[config.mk]
export PLATFORM = sky130hd
export DESIGN_NAME = protobuf_field_extractor
export DESIGN_NICKNAME = d
export VERILOG_FILES = /design/src/hdl/pbfe_pkg.sv /design/src/hdl/pbfe_parser.sv /design/src/hdl/protobuf_field_extractor.sv
export SDC_FILE = /design/constraint.sdc
export NUM_CORES = 1
export LEC_CHECK = 0
export BUFFER_PORTS_ARGS = -buffer_cell sky130_fd_sc_hd__buf_4
export CAP_MARGIN = 40
export CORE_ASPECT_RATIO = 1.5
export CORE_MARGIN = 4
export CORE_UTILIZATION = 46
export DETAILED_ROUTE_END_ITERATION = 8
export MAX_ROUTING_LAYER = met4
export SETUP_SLACK_MARGIN = 0.05
export SLEW_MARGIN = 20
export SYNTH_ARGS = -nofsm -noshare
export SYNTH_HDL_FRONTEND = slang
export SYNTH_SLANG_ARGS = --single-unit
[constraint.sdc]
create_clock -name clk -period 9.4 [get_ports clk]
set_input_delay 1.41 -clock clk [delete_from_list [all_inputs] [get_ports clk]]
set_output_delay 1.41 -clock clk [all_outputs]
set_load 0.03 [all_outputs]
[src/hdl/pbfe_pkg.sv]
package pbfe_pkg;

    typedef struct packed {
        logic [7:0] data_byte;
        logic       final_byte;
    } in_t;

    typedef struct packed {
        logic [2:0] byte_kind;
        logic [7:0] byte_value;
        logic       message_done;
        logic [2:0] message_status;
    } out_t;

    // parse phases
    localparam logic [2:0] PH_TAG    = 3'd0;
    localparam logic [2:0] PH_VARINT = 3'd1;
    localparam logic [2:0] PH_LENGTH = 3'd2;
    localparam logic [2:0] PH_BODY   = 3'd3;
    localparam logic [2:0] PH_ERROR  = 3'd4;

    // field kinds
    localparam logic [1:0] FK_SKIP      = 2'd0;
    localparam logic [1:0] FK_NAMESPACE = 2'd1;
    localparam logic [1:0] FK_PAYLOAD   = 2'd2;

    // byte kinds
    localparam logic [2:0] KIND_SKIP     = 3'd0;
    localparam logic [2:0] KIND_NS_START = 3'd1;
    localparam logic [2:0] KIND_NS_BYTE  = 3'd2;
    localparam logic [2:0] KIND_PL_START = 3'd3;
    localparam logic [2:0] KIND_PL_BYTE  = 3'd4;

    // message status
    localparam logic [2:0] ST_VALID   = 3'd0;
    localparam logic [2:0] ST_TRUNC   = 3'd1;
    localparam logic [2:0] ST_WIRE    = 3'd2;
    localparam logic [2:0] ST_LONG    = 3'd3;
    localparam logic [2:0] ST_MISSING = 3'd4;

    // wire types
    localparam logic [2:0] WT_VARINT = 3'd0;
    localparam logic [2:0] WT_FIX64  = 3'd1;
    localparam logic [2:0] WT_LEN    = 3'd2;
    localparam logic [2:0] WT_FIX32  = 3'd5;

    localparam int TAG_W = 35;
    localparam int LEN_W = 21;
    localparam int SHIFT_W = 4;
    localparam logic [SHIFT_W-1:0] VARINT_LAST = 4'd9;
    localparam logic [31:0] FIELD_NAMESPACE = 32'd4;
    localparam logic [31:0] FIELD_PAYLOAD   = 32'd6;
    localparam int FIX64_BYTES = 8;
    localparam int FIX32_BYTES = 4;

endpackage

[src/hdl/pbfe_parser.sv]
module pbfe_parser #(
    parameter int MAX_MESSAGE    = 16384,
    parameter int NAMESPACE_KEEP = 95
) (
    input  logic          clk,
    input  logic          rst_n,
    input  logic          step,
    input  pbfe_pkg::in_t word,
    output pbfe_pkg::out_t res
);
    import pbfe_pkg::*;

    localparam int BL_W  = $clog2(MAX_MESSAGE + 1);
    localparam int CNT_W = $clog2(NAMESPACE_KEEP + 1);

    logic [2:0]         phase_reg, phase_next;
    logic [SHIFT_W-1:0] shift_reg, shift_next;
    logic [TAG_W-1:0]   tag_reg, tag_next;
    logic [LEN_W-1:0]   len_reg, len_next;
    logic               big_reg, big_next;
    logic [BL_W-1:0]    left_reg, left_next;
    logic [1:0]         fk_reg, fk_next;
    logic [CNT_W-1:0]   ns_cnt_reg, ns_cnt_next;
    logic               ns_present_reg, ns_present_next;
    logic               pl_present_reg, pl_present_next;
    logic [2:0]         err_reg, err_next;

    logic [6:0]         chunk;
    logic               more;
    logic [TAG_W-1:0]   tag_part;
    logic [LEN_W-1:0]   len_part;
    logic [BL_W-1:0]    left_dec;
    logic [2:0]         kind;
    logic [2:0]         status;

    assign chunk = word.data_byte[6:0];
    assign more  = word.data_byte[7];

    always_comb
    begin
        case (shift_reg)
            4'd0:    tag_part = TAG_W'(chunk);
            4'd1:    tag_part = TAG_W'(chunk) << 7;
            4'd2:    tag_part = TAG_W'(chunk) << 14;
            4'd3:    tag_part = TAG_W'(chunk) << 21;
            4'd4:    tag_part = TAG_W'(chunk) << 28;
            default: tag_part = '0;
        endcase
        case (shift_reg)
            4'd0:    len_part = LEN_W'(chunk);
            4'd1:    len_part = LEN_W'(chunk) << 7;
            4'd2:    len_part = LEN_W'(chunk) << 14;
            default: len_part = '0;
        endcase
    end

    always_comb
    begin
        phase_next      = phase_reg;
        shift_next      = shift_reg;
        tag_next        = tag_reg;
        len_next        = len_reg;
        big_next        = big_reg;
        left_next       = left_reg;
        fk_next         = fk_reg;
        ns_cnt_next     = ns_cnt_reg;
        ns_present_next = ns_present_reg;
        pl_present_next = pl_present_reg;
        err_next        = err_reg;
        kind            = KIND_SKIP;
        status          = ST_VALID;
        left_dec        = left_reg;

        case (phase_reg)
            PH_TAG:
            begin
                tag_next = tag_reg | tag_part;
                if (more)
                begin
                    shift_next = shift_reg + 1'b1;
                    if (shift_reg == VARINT_LAST)
                    begin
                        err_next   = ST_LONG;
                        phase_next = PH_ERROR;
                    end
                end
                else
                begin
                    shift_next = '0;
                    case (tag_next[2:0])
                        WT_VARINT: phase_next = PH_VARINT;
                        WT_FIX64:
                        begin
                            fk_next    = FK_SKIP;
                            left_next  = BL_W'(FIX64_BYTES);
                            phase_next = PH_BODY;
                        end
                        WT_FIX32:
                        begin
                            fk_next    = FK_SKIP;
                            left_next  = BL_W'(FIX32_BYTES);
                            phase_next = PH_BODY;
                        end
                        WT_LEN:
                        begin
                            if (tag_next[34:3] == FIELD_NAMESPACE)
                                fk_next = FK_NAMESPACE;
                            else if (tag_next[34:3] == FIELD_PAYLOAD)
                                fk_next = FK_PAYLOAD;
                            else
                                fk_next = FK_SKIP;
                            len_next   = '0;
                            big_next   = 1'b0;
                            phase_next = PH_LENGTH;
                        end
                        default:
                        begin
                            err_next   = ST_WIRE;
                            phase_next = PH_ERROR;
                        end
                    endcase
                end
            end
            PH_VARINT:
            begin
                if (more)
                begin
                    shift_next = shift_reg + 1'b1;
                    if (shift_reg == VARINT_LAST)
                    begin
                        err_next   = ST_LONG;
                        phase_next = PH_ERROR;
                    end
                end
                else
                begin
                    phase_next = PH_TAG;
                    shift_next = '0;
                    tag_next   = '0;
                end
            end
            PH_LENGTH:
            begin
                if (chunk != 7'd0)
                begin
                    // groups from bit 21 up can only make the length too large
                    if (shift_reg >= 4'd3)
                        big_next = 1'b1;
                    else
                        len_next = len_reg | len_part;
                end
                if (more)
                begin
                    shift_next = shift_reg + 1'b1;
                    if (shift_reg == VARINT_LAST)
                    begin
                        err_next   = ST_LONG;
                        phase_next = PH_ERROR;
                    end
                end
                else if (big_next || len_next > LEN_W'(MAX_MESSAGE))
                begin
                    err_next   = ST_TRUNC;
                    phase_next = PH_ERROR;
                end
                else
                begin
                    if (fk_reg == FK_NAMESPACE)
                    begin
                        ns_present_next = (len_next != '0);
                        ns_cnt_next     = '0;
                    end
                    else if (fk_reg == FK_PAYLOAD)
                    begin
                        pl_present_next = 1'b1;
                    end
                    left_next  = BL_W'(len_next);
                    shift_next = '0;
                    if (len_next == '0)
                    begin
                        phase_next = PH_TAG;
                        tag_next   = '0;
                    end
                    else
                    begin
                        phase_next = PH_BODY;
                    end
                end
            end
            PH_BODY:
            begin
                if (fk_reg == FK_NAMESPACE)
                begin
                    if (ns_cnt_reg < CNT_W'(NAMESPACE_KEEP))
                    begin
                        kind        = (ns_cnt_reg == '0) ? KIND_NS_START : KIND_NS_BYTE;
                        ns_cnt_next = ns_cnt_reg + 1'b1;
                    end
                end
                else if (fk_reg == FK_PAYLOAD)
                begin
                    kind = (LEN_W'(left_reg) == len_reg) ? KIND_PL_START : KIND_PL_BYTE;
                end
                if (left_reg != '0)
                    left_dec = left_reg - 1'b1;
                left_next = left_dec;
                if (left_dec == '0)
                begin
                    phase_next = PH_TAG;
                    shift_next = '0;
                    tag_next   = '0;
                end
            end
            default:
            begin
            end
        endcase

        if (word.final_byte)
        begin
            if (phase_next == PH_ERROR)
                status = err_next;
            else if (phase_next != PH_TAG || shift_next != '0)
                status = ST_TRUNC;
            else if (!ns_present_next || !pl_present_next)
                status = ST_MISSING;
            else
                status = ST_VALID;
            // back to the idle state for the next message
            phase_next      = PH_TAG;
            shift_next      = '0;
            tag_next        = '0;
            len_next        = '0;
            big_next        = 1'b0;
            left_next       = '0;
            fk_next         = FK_SKIP;
            ns_cnt_next     = '0;
            ns_present_next = 1'b0;
            pl_present_next = 1'b0;
            err_next        = ST_VALID;
        end
    end

    assign res.byte_kind      = kind;
    assign res.byte_value     = word.data_byte;
    assign res.message_done   = word.final_byte;
    assign res.message_status = status;

    always_ff @(posedge clk or negedge rst_n)
    begin
        if (!rst_n)
        begin
            phase_reg      <= PH_TAG;
            shift_reg      <= '0;
            tag_reg        <= '0;
            len_reg        <= '0;
            big_reg        <= 1'b0;
            left_reg       <= '0;
            fk_reg         <= FK_SKIP;
            ns_cnt_reg     <= '0;
            ns_present_reg <= 1'b0;
            pl_present_reg <= 1'b0;
            err_reg        <= ST_VALID;
        end
        else if (step)
        begin
            phase_reg      <= phase_next;
            shift_reg      <= shift_next;
            tag_reg        <= tag_next;
            len_reg        <= len_next;
            big_reg        <= big_next;
            left_reg       <= left_next;
            fk_reg         <= fk_next;
            ns_cnt_reg     <= ns_cnt_next;
            ns_present_reg <= ns_present_next;
            pl_present_reg <= pl_present_next;
            err_reg        <= err_next;
        end
    end

endmodule

[src/hdl/protobuf_field_extractor.sv]
// Output: the result word for an accepted byte is registered in the output register.
// Throughput: one byte per cycle; the parser state update is combinational logic
// feeding the output register, and a new byte is taken whenever that register drains.
// Reset: rst_n clears the parser to the expect-tag state and empties the output register.
module protobuf_field_extractor #(
    parameter int MAX_MESSAGE    = 16384,
    parameter int NAMESPACE_KEEP = 95
) (
    input  logic            clk,
    input  logic            rst_n,
    input  logic            item_valid,
    output logic            item_ready,
    input  pbfe_pkg::in_t   item,
    output logic            result_valid,
    input  logic            result_ready,
    output pbfe_pkg::out_t  result
);
    import pbfe_pkg::*;

    logic accept;
    out_t res;
    out_t res_reg;
    logic res_valid_reg, res_valid_next;

    // take a new word whenever the output slot is empty or draining
    assign item_ready = !res_valid_reg || result_ready;
    assign accept     = item_valid && item_ready;

    pbfe_parser #(
        .MAX_MESSAGE   (MAX_MESSAGE),
        .NAMESPACE_KEEP(NAMESPACE_KEEP)
    ) u_parser (
        .clk  (clk),
        .rst_n(rst_n),
        .step (accept),
        .word (item),
        .res  (res)
    );

    always_comb
    begin
        res_valid_next = res_valid_reg;
        if (accept)
            res_valid_next = 1'b1;
        else if (result_ready)
            res_valid_next = 1'b0;
    end

    always_ff @(posedge clk or negedge rst_n)
    begin
        if (!rst_n)
            res_valid_reg <= 1'b0;
        else
            res_valid_reg <= res_valid_next;
    end

    always_ff @(posedge clk)
    begin
        if (accept)
            res_reg <= res;
    end

    assign result_valid = res_valid_reg;
    assign result       = res_reg;

endmodule

==> results.md <==
* DPL Wire Length at 12.1 mm
* Syn Nets at 718
* Via count at between 5,000 and 6,000
* Sw Share at 0.452
* Comb power frac at 0.464
* Gpl congestion at 0.894
* Clock Path Buffers at 2
* FFs w/ async S/R, synth at 0.862
* Flop pwr share at 0.343
* Sw Pwr at roughly 0.95 mW
* Die X at 103 um
* Leak Pwr at 2.95 nW
* Layout cells sized above 1 at 0.122
* Residual DRC at 0
* Post-CTS Setup Bufs at 0
* Critical setup path kind: input port to flip-flop
* Top-area cell type share of the netlist area at 0.376
* Tmin final at 4.32 ns
* Synthesis-stage register bit count at 109
* Max reg flops at 35
* Area of placed instances at 0.00650 mm^2
* Multi-input logic area at 0.00314 mm^2
* CTS Hold Bufs at 0
* Post-synth EDFFs at 15
* Overflow after GRT at 0
* Post-CTS sizing at 0
* Post-Syn Instances at 698
* Setup_tns at 0 ns
* Power Density at 307 mW/mm^2
* N_diodes at 0
* Fin area at 0.00682 mm^2
* Min-Delay Path Class: flip-flop to flip-flop
* Wire length per cell at 20.3 um
* Cells after DPL at 844
* Arr. time, crit path at 4.55 ns
* Unrepaired setup endpoints after global routing: no
* H-Tree Depth at 3
* Outcome: finished clean
* Clock latency on the worst-skew pair at 0.35 ns
* CP max FO at 36
* Area contributors post-synth: dfrtp_1 38%, edfxtp_1 7.2%, nor2_1 6.2%
* Nets at about 710
* Primary FF master, synth: dfrtp_1
* Antenna violations before repair at 0
* Root Buffer: clkbuf_16
* Gr usage total at 0.244
* CTS tree: built
* Largest net degree at the start of global routing at between 50 and 60
* Post-Route WL at 17.4 mm
* Layout Cells excl Fill at 861
* Final worst-path cycle share at 0.459
* CORE AREA at 0.0134 mm^2
* Rel. slew slack at 0.532
* Yosys top cell by area: dfrtp_1
* CTS sink cnt at around 110
* Vias in the first global route at roughly 5,500
* Iteration-0 DRC Markers at 576
* Final setup fails at 0
* Ports at 30
* Count leader, synth: nor2_1
* Post-route ant nets at 0
* Sequential Area at 0.00280 mm^2
* Most used cell, CP: buf_4
* IO Port Bufs at 29
* Die height at 151 um
* Die area at 0.0156 mm^2
* Final Max Tran Viols at 0
* First-pass GRT wire length at 29.0 mm
* Setup Skew at 0.00943 ns
* WP buf/inv at 2
* Starting Density at 0.467
* Seq/Total Area, Yosys at 0.448
* WP data required at 9.63 ns
* Final hold vios at 0
* Max Fclk at 232 MHz
* Max VDD drop at ~110 uV
* Vias per cell at between 6 and 7
* Post-Syn Area at about 0.0063 mm^2
* Worst-path cell chain: buf_4, or4_1, o21ai_0, nand4b_1, o21ai_4, and2_1, o21a_2, o21a_1, buf_4, o21a_4, nor2_1
* Detailed Routing Iterations Pass 1 at 5
* Worst path max stage delay at 0.60 ns
* Cell-internal power at between 1 and 1.5 mW
* Synth top cells by count: 104 x nor2_1, 94 x dfrtp_1, 57 x a21oi_1, 51 x o21ai_0, 39 x clkbuf_1
* Netlist cell types at 70
* Slowest CP cell: or4_1
* CTS buffer count at 9
* Worst-path clk slew at 0.08 ns
* Clock Power Share at 0.194
* Rows at between 50 and 60
* Critical Path Start Type: input port
* Cell family with most CP delay: compound AO/OA/AOI/OAI gates
* Max_cap viols at 0
* Synth warn at 0
* Endpoint type of the worst setup path: flip-flop
* Layout Area Growth over Synthesis at 8.93%
* Mean Syn Cell Area at 8.97 um^2
* Worst Tran Pin Value at 0.703 ns
* Fill count at approximately 1,300
## logic make-up (layout without fill, tap and decap cells)
logic type | count (synthesis) | after routing | share of synthesized area
flip-flops | 109 | 109 | 0.448
multiplexers | 13 | 13 | 0.0230
AO/OA/AOI/OAI | 225 | 225 | 0.234
buffers and inverters | 72 | 73 | 0.0523
adder cells (fa/ha/maj) | 7 | 7 | 0.0140
XOR/XNOR | 18 | 18 | 0.0252
AND/OR/NAND/NOR | 254 | 254 | 0.204
## layer usage
layer,GRT usage,vias to the layer above,routed length [um]
li1,-,2572,-
met1,0.319,2677,7300
met2,0.378,215,8440
met3,0.0313,56,934
met5,-,-,0
met4,0.112,0,766
## final cells by class
type	count	area share
clock buffer	9	0.0330
clock inverter	7	0.0136
inverter	19	0.0105
multi-input combinational	517	0.461
sequential	109	0.411
tap	162	0.0297
timing repair buffer	38	0.0418
## cells in the final DEF, fill, tap and decap left out, types with 4 or more instances in the layout
cell       count
dfrtp_1       94
nand2b_1      12
xnor2_1        5
nand2_1       32
and2_1         5
nand4_1        8
nor4_1        18
edfxtp_1      15
or4_1          6
or2_2          8
a21oi_1       57
xor2_1        13
buf_4         38
a41oi_1       16
nand3_1       13
clkbuf_16      9
a21o_1         4
ha_1           7
o21ai_0       51
nor3_1        20
nor2_1       104
mux2_2        11
a31oi_1       38
o31ai_1       11
a211oi_1       4
o31a_1         4
inv_1         19
nor2b_1        8
o21a_1         5
## per-stage QoR
stage / hold WS, ns / setup WS (ns) / power, mW / utilization
3_5_place_dp: 0.485 / 4.77 / 1.68 / 0.485
6_report: 0.498 / 5.08 / 2.09 / 0.509
3_3_place_gp: 0.473 / 4.89 / 1.67 / 0.485
2_1_floorplan: 0.451 / 5.58 / 1.41 / -
5_1_grt: 0.521 / 4.88 / 2.24 / 0.509
4_1_cts: 0.502 / 5.14 / 2.09 / 0.508
## final timing paths
check | startpoint | to | slack, ns | cells after the start
setup / recovery | item[4] | u_parser.tag_reg[7]$_DFFE_PN0P_ | 5.08 | 11
hold reg to reg | u_parser.len_reg[18]$_DFFE_PN0P_ | u_parser.len_reg[18]$_DFFE_PN0P_ | 0.50 | 2
min in group asynchronous | rst_n | u_parser.err_reg[2]$_DFFE_PN0P_ | 1.04 | 1
max in group asynchronous | rst_n | u_parser.len_reg[13]$_DFFE_PN0P_ | 7.27 | 2
hold / removal | u_parser.len_reg[18]$_DFFE_PN0P_ | u_parser.len_reg[18]$_DFFE_PN0P_ | 0.50 | 2
setup reg to reg | u_parser.shift_reg[1]$_DFFE_PN0P_ | u_parser.tag_reg[7]$_DFFE_PN0P_ | 5.30 | 11
## power by group through the flow
stage               Clock, mW  Sequential [mW]  Combinational [mW]
floorplan                   0            0.655               0.758
global placement            0            0.719               0.950
detailed placement          0            0.721               0.959
CTS                     0.414            0.713               0.964
global route            0.434            0.731                1.08
finish                  0.405            0.717               0.970
## worst register-to-register path, stage by stage, from the launching register on
cell and delay, ns:
dfrtp_1 0.50, ha_1 0.46, nor4b_4 0.45, a21oi_1 0.22, or4b_4 0.59, o21ai_4 0.31
and2_1 0.20, o21a_2 0.17, o21a_1 0.15, buf_4 0.35, o21a_4 0.45, nor2_1 0.12
Note: power is estimated with default switching activity, not from simulation.
